$ cat src/hw/rtl/udpck_pkg.sv
package udpck_pkg;

    // Position counter width default
    localparam int POSITION_BITS_DEF = 17;

    // Width used for position and needed-length comparisons
    localparam int CMP_W = 17;

    // Byte offsets within the IPv4 packet (fixed 20-byte header)
    localparam logic [CMP_W-1:0] POS_PROTO    = CMP_W'(9);
    localparam logic [CMP_W-1:0] POS_SRC_ADDR = CMP_W'(12);
    localparam logic [CMP_W-1:0] POS_LEN_HI   = CMP_W'(24);
    localparam logic [CMP_W-1:0] POS_LEN_LO   = CMP_W'(25);
    localparam logic [CMP_W-1:0] POS_CSUM_HI  = CMP_W'(26);
    localparam logic [CMP_W-1:0] POS_CSUM_LO  = CMP_W'(27);
    localparam logic [CMP_W-1:0] POS_PAYLOAD  = CMP_W'(28);

    // Needed bytes = length - UDP header + payload start
    localparam logic [CMP_W-1:0] NEED_OFS     = CMP_W'(20);
    localparam logic [15:0]      UDP_HDR_LEN  = 16'd8;

    localparam logic [7:0]       PROTO_UDP    = 8'd17;
    localparam logic [15:0]      CSUM_ONES    = 16'hffff;

    // Result status codes
    localparam logic [1:0] ST_OK      = 2'd0;
    localparam logic [1:0] ST_BAD     = 2'd1;
    localparam logic [1:0] ST_NOT_UDP = 2'd2;
    localparam logic [1:0] ST_SHORT   = 2'd3;

    typedef struct packed {
        logic [7:0] data_byte;
        logic       last_byte;
    } in_item_t;

    typedef struct packed {
        logic [15:0] checksum;
        logic [1:0]  status;
    } out_item_t;

    // Input register contents handed to the accumulator
    typedef struct packed {
        logic     valid;
        in_item_t item;
    } stage_t;

    // Ones' complement add with end-around carry
    function automatic logic [15:0] ones_add(input logic [15:0] a, input logic [15:0] w);
        logic [16:0] s;
        s = {1'b0, a} + {1'b0, w};
        return s[15:0] + {15'd0, s[16]};
    endfunction

endpackage

$ cat src/hw/rtl/udpck_in_stage.sv
module udpck_in_stage (
    input  logic                clk,
    input  logic                rst_n,
    input  logic                in_valid,
    output logic                in_ready,
    input  udpck_pkg::in_item_t in_item,
    input  logic                advance,
    output udpck_pkg::stage_t   stage
);

    logic                valid_reg;
    logic                valid_next;
    udpck_pkg::in_item_t item_reg;

    // Take a new item when empty or when the held one moves on this cycle
    assign in_ready   = !valid_reg || advance;
    assign valid_next = in_valid ? 1'b1 : (valid_reg && !advance);

    always_ff @(posedge clk or negedge rst_n)
    begin
        if (!rst_n)
        begin
            valid_reg <= 1'b0;
        end
        else
        begin
            valid_reg <= valid_next;
        end
    end

    always_ff @(posedge clk)
    begin
        if (in_valid && in_ready)
        begin
            item_reg <= in_item;
        end
    end

    assign stage.valid = valid_reg;
    assign stage.item  = item_reg;

endmodule

$ cat src/hw/rtl/udpck_accum.sv
module udpck_accum #(
    parameter int POSITION_BITS = udpck_pkg::POSITION_BITS_DEF
) (
    input  logic                 clk,
    input  logic                 rst_n,
    input  logic                 mode,
    input  logic                 take,
    input  udpck_pkg::in_item_t  item,
    output udpck_pkg::out_item_t result
);

    localparam int CW = udpck_pkg::CMP_W;

    logic [POSITION_BITS-1:0] pos_reg;
    logic [POSITION_BITS-1:0] pos_next;
    logic [15:0]              sum_reg;
    logic [15:0]              sum_next;
    logic [7:0]               pend_reg;
    logic [7:0]               pend_next;
    logic [15:0]              len_reg;
    logic [15:0]              len_next;
    logic [7:0]               proto_reg;
    logic [7:0]               proto_next;

    logic [CW-1:0]            p;
    logic [CW-1:0]            need_cur;
    logic [CW-1:0]            need_new;
    logic [CW-1:0]            pos_new;
    logic                     pos_sat;
    logic [7:0]               b_eff;
    logic [15:0]              word;
    logic [15:0]              sum_once;
    logic [15:0]              csum;

    function automatic logic [CW-1:0] needed_f(input logic [15:0] len);
        logic [CW-1:0] n;
        if (len >= udpck_pkg::UDP_HDR_LEN)
        begin
            n = CW'(len) + udpck_pkg::NEED_OFS;
        end
        else
        begin
            n = udpck_pkg::POS_PAYLOAD;
        end
        return n;
    endfunction

    assign p        = CW'(pos_reg);
    assign pos_sat  = (pos_reg == {POSITION_BITS{1'b1}});
    assign need_cur = needed_f(len_reg);
    assign b_eff    = (mode && (p == udpck_pkg::POS_CSUM_HI || p == udpck_pkg::POS_CSUM_LO))
                      ? 8'd0 : item.data_byte;
    assign word     = {pend_reg, b_eff};
    assign sum_once = udpck_pkg::ones_add(sum_reg, word);

    // Packet state update for the byte in the input register
    always_comb
    begin
        pos_next   = pos_reg;
        sum_next   = sum_reg;
        pend_next  = pend_reg;
        len_next   = len_reg;
        proto_next = proto_reg;
        if (!pos_sat)
        begin
            pos_next = pos_reg + POSITION_BITS'(1);
            if (p == udpck_pkg::POS_PROTO)
            begin
                proto_next = item.data_byte;
                sum_next   = udpck_pkg::ones_add(sum_reg, {8'd0, item.data_byte});
            end
            else if (p < udpck_pkg::POS_SRC_ADDR)
            begin
                // Skip the rest of the IP header
            end
            else if (p >= udpck_pkg::POS_PAYLOAD && p >= need_cur)
            begin
                // Drop bytes past the UDP datagram
            end
            else if (!pos_reg[0])
            begin
                pend_next = b_eff;
                if (p == udpck_pkg::POS_LEN_HI)
                begin
                    len_next = {b_eff, 8'd0};
                end
                if (p >= udpck_pkg::POS_PAYLOAD && (p + CW'(1)) == need_cur)
                begin
                    // Odd final payload byte, padded with a zero low byte
                    sum_next = udpck_pkg::ones_add(sum_reg, {b_eff, 8'd0});
                end
            end
            else
            begin
                sum_next = sum_once;
                if (p == udpck_pkg::POS_LEN_LO)
                begin
                    // Length counts once in the pseudo-header and once in the UDP header
                    len_next = word;
                    sum_next = udpck_pkg::ones_add(sum_once, word);
                end
            end
        end
    end

    // Result formed from the updated state
    assign pos_new  = CW'(pos_next);
    assign need_new = needed_f(len_next);

    always_comb
    begin
        csum = ~sum_next;
        if (csum == 16'd0)
        begin
            csum = udpck_pkg::CSUM_ONES;
        end
        result.checksum = csum;
        result.status   = udpck_pkg::ST_OK;
        if (mode && pos_new > udpck_pkg::POS_PROTO && proto_next != udpck_pkg::PROTO_UDP)
        begin
            result.status   = udpck_pkg::ST_NOT_UDP;
            result.checksum = 16'd0;
        end
        else if (pos_new < udpck_pkg::POS_PAYLOAD || pos_new < need_new)
        begin
            result.status   = udpck_pkg::ST_SHORT;
            result.checksum = 16'd0;
        end
        else if (!mode && csum != udpck_pkg::CSUM_ONES)
        begin
            result.status = udpck_pkg::ST_BAD;
        end
    end

    always_ff @(posedge clk or negedge rst_n)
    begin
        if (!rst_n)
        begin
            pos_reg   <= '0;
            sum_reg   <= '0;
            pend_reg  <= '0;
            len_reg   <= '0;
            proto_reg <= '0;
        end
        else if (take)
        begin
            if (item.last_byte)
            begin
                // Clear for the next packet
                pos_reg   <= '0;
                sum_reg   <= '0;
                pend_reg  <= '0;
                len_reg   <= '0;
                proto_reg <= '0;
            end
            else
            begin
                pos_reg   <= pos_next;
                sum_reg   <= sum_next;
                pend_reg  <= pend_next;
                len_reg   <= len_next;
                proto_reg <= proto_next;
            end
        end
    end

endmodule

$ cat src/hw/rtl/udpck_out_stage.sv
module udpck_out_stage (
    input  logic                 clk,
    input  logic                 rst_n,
    input  logic                 load,
    input  udpck_pkg::out_item_t result,
    output logic                 free,
    output logic                 out_valid,
    input  logic                 out_ready,
    output udpck_pkg::out_item_t out_item
);

    logic                 valid_reg;
    logic                 valid_next;
    udpck_pkg::out_item_t item_reg;

    // Room for a new result when empty or when the held one leaves now
    assign free       = !valid_reg || out_ready;
    assign valid_next = load ? 1'b1 : (valid_reg && !out_ready);

    always_ff @(posedge clk or negedge rst_n)
    begin
        if (!rst_n)
        begin
            valid_reg <= 1'b0;
        end
        else
        begin
            valid_reg <= valid_next;
        end
    end

    always_ff @(posedge clk)
    begin
        if (load)
        begin
            item_reg <= result;
        end
    end

    assign out_valid = valid_reg;
    assign out_item  = item_reg;

endmodule

$ cat src/hw/rtl/udp_checksum_engine.sv
// UDP checksum engine: takes an IPv4 packet (fixed 20-byte header, no options)
// one byte per item and returns one result item per packet, after the byte
// marked last_byte. Bytes are accepted back to back at one item per clock. The
// rate is set by the single 16-bit end-around add per byte (two chained adds on
// the UDP length low byte). The last byte's result is formed combinationally
// and loaded into the result register as that byte leaves the input register.
// Middle bytes never wait. A last byte waits in the input register while an
// earlier result is still held with out_ready low, and that stalls the input.
// mode selects check (0) or generate (1); the user writes it through
// cfg_wr_en/cfg_wr_data only while no packet is in flight (not enforced). Status:
// ok, checksum bad, not UDP, or truncated; checksum is zero for the last two.
module udp_checksum_engine #(
    parameter int POSITION_BITS = udpck_pkg::POSITION_BITS_DEF
) (
    input  logic                 clk,
    input  logic                 rst_n,
    input  logic                 cfg_wr_en,
    input  logic                 cfg_wr_data,
    input  logic                 in_valid,
    output logic                 in_ready,
    input  udpck_pkg::in_item_t  in_item,
    output logic                 out_valid,
    input  logic                 out_ready,
    output udpck_pkg::out_item_t out_item
);

    logic                 mode_reg;
    udpck_pkg::stage_t    stage;
    udpck_pkg::out_item_t result;
    logic                 out_free;
    logic                 advance;
    logic                 load;

    // Mode register, written directly with no handshake
    always_ff @(posedge clk or negedge rst_n)
    begin
        if (!rst_n)
        begin
            mode_reg <= 1'b0;
        end
        else if (cfg_wr_en)
        begin
            mode_reg <= cfg_wr_data;
        end
    end

    // Advance a middle byte freely; hold a last byte until the result register frees
    assign advance = stage.valid && (!stage.item.last_byte || out_free);
    assign load    = advance && stage.item.last_byte;

    udpck_in_stage u_in_stage (
        .clk      (clk),
        .rst_n    (rst_n),
        .in_valid (in_valid),
        .in_ready (in_ready),
        .in_item  (in_item),
        .advance  (advance),
        .stage    (stage)
    );

    udpck_accum #(
        .POSITION_BITS (POSITION_BITS)
    ) u_accum (
        .clk    (clk),
        .rst_n  (rst_n),
        .mode   (mode_reg),
        .take   (advance),
        .item   (stage.item),
        .result (result)
    );

    udpck_out_stage u_out_stage (
        .clk       (clk),
        .rst_n     (rst_n),
        .load      (load),
        .result    (result),
        .free      (out_free),
        .out_valid (out_valid),
        .out_ready (out_ready),
        .out_item  (out_item)
    );

endmodule

$ cat config.mk
export PLATFORM = sky130hd
export DESIGN_NAME = udp_checksum_engine
export DESIGN_NICKNAME = d
export VERILOG_FILES = /design/src/hw/rtl/udpck_pkg.sv /design/src/hw/rtl/udpck_in_stage.sv /design/src/hw/rtl/udpck_accum.sv /design/src/hw/rtl/udpck_out_stage.sv /design/src/hw/rtl/udp_checksum_engine.sv
export SDC_FILE = /design/constraint.sdc
export NUM_CORES = 1
export LEC_CHECK = 0
export ABC_AREA = 1
export BUFFER_PORTS_ARGS = -buffer_cell sky130_fd_sc_hd__buf_2
export CORE_ASPECT_RATIO = 1.4
export CORE_MARGIN = 8
export CORE_UTILIZATION = 50
export DETAILED_ROUTE_END_ITERATION = 7
export GPL_ROUTABILITY_DRIVEN = 0
export PLACE_DENSITY = 0.69
export SYNTH_ARGS = -nofsm -noshare
export SYNTH_HDL_FRONTEND = slang
export SYNTH_SLANG_ARGS = --single-unit
$ cat constraint.sdc
create_clock -name clk -period 9.55 [get_ports clk]
set_input_delay 0.955 -clock clk [delete_from_list [all_inputs] [get_ports clk]]
set_output_delay 0.955 -clock clk [all_outputs]
set_load 0.03 [all_outputs]
# Word-level counts from Yosys, hierarchy flattened
# Cells that the tools add are included.
[totals]
regBits = 95
in_bits = 15
output_inout_bits = 20
wordCells = 107
[op_classes]
n_addsub = 11
magnitude_cmp = 8
eq_ne = 14
muxes = 35
n_bitwise = 1
n_reduce_logical = 25
[op_table]
columns = ["cell", "count"]
rows = [
  ["$mux W16", 17],
  ["$mux W8", 10],
  ["$eq A17 B5 Y1 const B", 4],
  ["$mux W17", 4],
  ["$add A16 B1 Y16", 4],
  ["$add A16 B16 Y17", 3],
  ["$add A16 B5 Y17 const B", 2],
  ["$ge A16 B4 Y1 const B", 2],
  ["$add A16 B8 Y17", 1],
  ["$add A17 B1 Y17 const B", 1],
  ["$eq A17 B17 Y1", 1],
  ["$eq A17 B17 Y1 const B", 1],
  ["$eq A17 B4 Y1 const B", 1],
  ["$ge A17 B17 Y1", 1],
  ["$ge A17 B5 Y1 const B", 1],
  ["$gt A17 B4 Y1 const B", 1],
  ["$lt A17 B17 Y1", 1],
  ["$lt A17 B4 Y1 const B", 1],
  ["$lt A17 B5 Y1 const B", 1],
  ["$logic_not A16 Y1", 1],
  ["$ne A16 B16 Y1 const B", 1],
  ["$not A16 Y16", 1],
  ["$logic_and A1 B1 Y1", 11],
  ["$ne A2 B2 Y1 const B", 5],
  ["other kinds (6)", 18],
]

# Longest topological paths before layout
[depth]
word_depth = 21
mapped_depth = 65
depth_no_buf = 64

# Cells and area by module
# From an unflattened synthesis, not the netlist that was laid out.
[hier_totals]
hier_cells = 1847
area_unflattened_um2 = 11623.6
[modules_own_cells]
columns = ["mod", "n_inst", "cells_per_inst", "area_each_um2", "seq_area_each_um2"]
rows = [
  ["udpck_accum", 1, 1799, 10652.7, 1626.6],
  ["udpck_out_stage", 1, 23, 585.6, 565.5],
  ["udpck_in_stage", 1, 16, 322.8, 295.3],
  ["udp_checksum_engine", 1, 9, 62.6, 25.0],
]

# Worst setup path after synthesis
# OpenSTA, ideal clock, no wires.
[synth_path]
path_kind = "reg-to-reg"
startpoint = "register u_accum.pos_reg[0], in the netlist u_accum.p[0]"
endpoint = "register u_out_stage.item_reg (netlist bit u_out_stage.out_item[0]), data pin"
setup_time_ns = 0.261
arrival_ns = 7.579
required_ns = 9.289
slack_ns = 1.710
path_stages_with_launch = 61
n_path_buf = 3
synth_period_minus_slack_ns = 7.840
path_cell_list = "dfrtp_1 -> inv_2 -> clkbuf_1 -> buf_1 -> ha_1 -> o2111ai_4 -> nand2_1 -> inv_1 -> ha_1 -> inv_1 -> fa_1 -> inv_1 -> nand2_1 -> nand3_1 -> nand2_1 -> nand2_1 -> a21oi_1 -> o21bai_1 -> [25 not listed] -> nand3_1 -> nand2_1 -> nand2_1 -> nand3_1 -> nand3_1 -> nand2_1 -> nand3_1 -> nand2_1 -> nand2_1 -> nor2_1 -> nand3_2 -> buf_6 -> o21ai_0 -> nand2_1 -> nor2_1 -> nand2_1 -> nand2_1 -> a21oi_1"
[synth_between]
elab_chain_cells = 21
elab_cells_between_ends = 56
classes_between = "add/sub (8); order compare (7); eq/ne (9); mux (22); bitwise (1); reduce/logical (9)"
[synth_lines]
columns = ["item", "line_no", "source"]
rows = [
  ["from (decl)", "udpck_accum.sv:14", "logic [POSITION_BITS-1:0] pos_reg;"],
  ["from (signal assigned)", "udpck_accum.sv:158", "pos_reg <= pos_next;"],
  ["$eq A17 B5 Y1", "udpck_accum.sv:51", "assign b_eff = (mode && (p == udpck_pkg::POS_CSUM_HI || p == udpck_pkg::POS_CSUM_LO))"],
  ["$logic_or A1 B1 Y1", "udpck_accum.sv:51", ""],
  ["$logic_and A1 B1 Y1", "udpck_accum.sv:51", ""],
  ["$mux W8", "udpck_accum.sv:52", "? 8'd0 : item.data_byte;"],
  ["$add A16 B16 Y17", "udpck_pkg.sv:50", "s = {1'b0, a} + {1'b0, w};"],
  ["$add A16 B1 Y16", "udpck_pkg.sv:51", "return s[15:0] + {15'd0, s[16]};"],
  ["$add A16 B16 Y17", "udpck_pkg.sv:50", ""],
  ["$add A16 B1 Y16", "udpck_pkg.sv:51", ""],
  ["[5 not listed]", "n/a", ""],
  ["$mux W16", "udpck_accum.sv:64", "if (!pos_sat)"],
  ["$not A16 Y16", "udpck_accum.sv:112", "csum = ~sum_next;"],
  ["$logic_not A16 Y1", "udpck_accum.sv:113", "if (csum == 16'd0)"],
  ["$mux W16", "udpck_accum.sv:113", ""],
  ["$ne A16 B16 Y1", "udpck_accum.sv:129", "else if (!mode && csum != udpck_pkg::CSUM_ONES)"],
  ["$logic_and A1 B1 Y1", "udpck_accum.sv:129", ""],
  ["$mux W1", "udpck_accum.sv:129", ""],
  ["$mux W1", "udpck_accum.sv:124", "else if (pos_new < udpck_pkg::POS_PAYLOAD || pos_new < need_new)"],
  ["to (signal assigned)", "udpck_out_stage.sv:36", "item_reg <= result;"],
  ["to (decl)", "udpck_out_stage.sv:14", "udpck_pkg::out_item_t item_reg;"],
]
# Parallel ways exist; a longest one is shown, timed or not.
# A chain may end at the register's enable or synchronous reset.

# Worst setup path in the final report
[layout_path]
startpoint = "register u_accum.pos_reg[5], in the netlist u_accum.p[5]"
endpoint = "register u_out_stage.item_reg (netlist bit u_out_stage.out_item[0]), data pin"
# The elaborated chain is that of the path after synthesis.

==> flow_summary_export.csv <==
group,metric,value,unit
run_status,status,"complete, no violations",
floorplanning,die_h,203,um
power,seqPwrFrac,0.395,
timing,finClkSkew,0.0118,ns
clocking,cts_tree,"done",
setup_path,reg2regPathDepth,56,
power,pwr-share-comb,0.265,
logic_synthesis,synth_top_area_share,0.209,
grt,antenna_found_initial,0,
logic_synthesis,syn_nets,2224,
power,switching_power,426,uW
power,internal_power,701,uW
detailed_routing,postRouteAntennaNets,0,
timing,holdWs,0.545,ns
floorplanning,fp.dieArea,30400,um2
detailed_routing,wl_met1,16800,um
logic_synthesis,ys_seq_area_frac,0.201,
setup_path,r2r-start,"u_accum.p[5]",
setup_path,r2r_slack,0.98,ns
cells_and_area,nets,2235,
timing,slew_headroom,0.337,
grt,grt_start_max_net_pins,69,
place,hpwlAfterDp,34900,um
setup_path,setup.worst_path.end,"u_out_stage.out_item[0]",
floorplanning,core_area,24700,um2
cells_and_area,most-common-layout-cells,"nand2_1 (693), inv_1 (285), nand3_1 (221), nor2_1 (163), o21ai_0 (131)",
cells_and_area,fin_util,0.541,
setup_path,crit_path_end_kind,"flip-flop",
cells_and_area,largest_register_ffs,18,
timing,drv_slew,0,
setup_path,cp-start-kind,"flip-flop",
place,io_buffers,34,
logic_synthesis,synth_area_per_cell,5.94,um2
timing,setup_viol,0,
logic_synthesis,ys.flop_type,"dfrtp_1",
timing,clock.fmax,117,MHz
logic_synthesis,synth.largest_area_cell,"nand2_1",
clocking,numCtsBuffers,9,
detailed_routing,wl_per_cell,18.1,um
setup_path,crit_path_top_delay_cell,"dfrtp_2",
floorplanning,die_w,150,um
logic_synthesis,netlist_instances,2106,
clocking,clock-sinks,95,
detailed_routing,drt_wl_total,44100,um
floorplanning,ios,35,
setup_path,worstReg2RegEnd,"u_out_stage.out_item[0]",
cells_and_area,antenna_cells,0,
detailed_routing,wl_met2,21200,um
power,p_leak,6.99,nW
hold_path,hold_path.class,"flip-flop to flip-flop",
logic_synthesis,synth_edf_count,27,
floorplanning,rows,68,
cells_and_area,ff_latch_area,2510,um2
logic_synthesis,synth_area,12500,um2
clocking,cts_buffer_depth,2,
grt,grt-ovfl-total,0,
detailed_routing,vias,14300,
detailed_routing,wl_met3,3310,um
logic_synthesis,synthTopCellsByArea,"nand2_1 (21%), dfrtp_1 (14%), ha_1 (9.9%)",
floorplanning,floorplan.initialDensity,0.507,
hold_path,hp-start,"u_accum.proto_reg[0]",
setup_path,critical_path_required,9.66,ns
clocking,clock_latency,0.37,ns
setup_path,cp.arrival,8.69,ns
timing,finalHoldViolations,0,
power,clockPowerShare,0.340,
grt,grt_pass1_vias,13400,
detailed_routing,top_layer_used,"met4",
logic_synthesis,yosysUniqueCellTypes,59,
timing,fin_crit,8.57,ns
clocking,cts_root_buf,"clkbuf_16",
grt,gr-usage-all-layers,0.288,
clocking,htreeDepth,3,
power,p_sw_frac,0.378,
cells_and_area,final_common_cell,"nand2_1",
logic_synthesis,ys_warn_count,0,
setup_path,cp-startpoint,"u_accum.p[5]",
cells_and_area,layout-drive-gt1-share,0.0641,
timing,worst_pin_slew,0.994,ns
setup_path,worst_path_largest_cell_delay,0.46,ns
setup_path,path_max_fanout,12,
flow_run,drv_cap,0,
power,vdd_ir_drop_max,0.000144,V
grt,grt_pass1_wl,69500,um
logic_synthesis,synthArstFlopShare,0.716,
cells_and_area,multiInputGateArea,8780,um2
detailed_routing,drc,0,
power,total_power,1.13,mW
detailed_routing,viasPerCell,5.88,
setup_path,critPathMostFrequentCell,"nand2_1",
logic_synthesis,synth_seq_cells,95,
detailed_routing,first_pass_iters,5,
setup_path,path_class,"flip-flop to flip-flop",
power,power_density,84.4,nW/um2
detailed_routing,drt_iter0_markers,1165,
clocking,clkSlewWorstSetupHoldPaths,0.08,ns
cells_and_area,fillers,2557,
timing,min_period_over_period,0.898,
cells_and_area,areaGrowthSynthToFinish,6.76,%
what timing repair did:
action | in CTS | in global routing
setup buffers | 0 | 1
hold buffers | 0 | 0
endpoints found under the setup margin | 0 | 17
resized for setup | 0 | 17
synthesized netlist by cell type, types with 2 or more instances:
master / count
and2_1: 5
edfxtp_1: 27
nand3_2: 3
nand4_1: 51
o21bai_1: 6
nor2_4: 8
nand2_2: 12
o21ai_0: 132
xor2_1: 26
dfrtp_1: 68
o21ai_1: 7
nor3_1: 16
clkbuf_1: 31
buf_6: 2
inv_1: 286
a21o_1: 3
o31ai_1: 2
o22ai_1: 32
buf_2: 9
or2_2: 5
o211ai_2: 2
or3_1: 2
inv_2: 6
buf_1: 3
o211ai_1: 8
o21ai_2: 3
nor4_1: 6
nor2_1: 169
fa_1: 4
nand2_1: 695
a31oi_1: 5
nand3_1: 221
a211oi_1: 2
xnor2_1: 10
a21oi_1: 102
ha_1: 99
nand3b_1: 11
nand2_4: 2
nor2_2: 5
through the flow:
step                area [um2]  setup TNS, ns  instances  worst slack [ns]
finish                   13400              0       2437             0.975
global route             13400        -0.0677       2437           -0.0677
CTS                      13300              0       2435             0.637
detailed placement       13000              0       2419             0.680
global placement         13000              0       2419             0.889
floorplan                12500              0       2106              1.71
final cells by class:
cell class / count / share of cell area
Inverter: 293 / 0.0826
Clock buffer: 9 / 0.0169
Timing Repair Buffer: 45 / 0.0191
Sequential cell: 95 / 0.188
Multi-Input combinational cell: 1673 / 0.658
Tap cell: 315 / 0.0295
Clock inverter: 7 / 0.00590
critical path, delay by kind of cell, from the launching register on:
kind	cells	cell delay, ns
fa+ha+maj	6	1.50
simple gates	36	4.64
buf+inv	5	0.56
compound gates	9	1.15
flops	1	0.46
cell families after synthesis:
| kind of cell | after synthesis | synth area share |
|---|---|---|
| AND/OR/NAND/NOR | 1220 | 0.424 |
| AO/OA/AOI/OAI | 312 | 0.139 |
| buffers and inverters | 339 | 0.104 |
| adder cells (fa/ha/maj) | 103 | 0.105 |
| flip-flops | 95 | 0.201 |
| XOR/XNOR | 37 | 0.0265 |
power groups by stage:
stage | Combinational, mW | Sequential, mW | Clock (mW)
2_1_floorplan | 0.195 | 0.453 | 0
3_3_place_gp | 0.288 | 0.452 | 0
3_5_place_dp | 0.290 | 0.453 | 0
4_1_cts | 0.291 | 0.444 | 0.384
5_1_grt | 0.330 | 0.446 | 0.399
6_report | 0.299 | 0.445 | 0.383
worst min path at each step:
stage | slack [ns] | cells after the start | to
floorplan | 0.52 | 2 | u_accum.proto_reg[2]
global placement | 0.52 | 2 | u_out_stage.out_valid
detailed placement | 0.53 | 2 | u_out_stage.out_valid
CTS | 0.55 | 2 | u_accum.proto_reg[1]
global route | 0.58 | 2 | u_accum.proto_reg[1]
finish | 0.54 | 2 | u_accum.proto_reg[0]
per-layer routing:
metal,global-route usage,up-vias
li1,-,6932
met1,0.336,6545
met2,0.488,675
met3,0.0353,169
met4,0.186,0
met5,0,-
No activity file was read; power rests on OpenSTA's default activity.
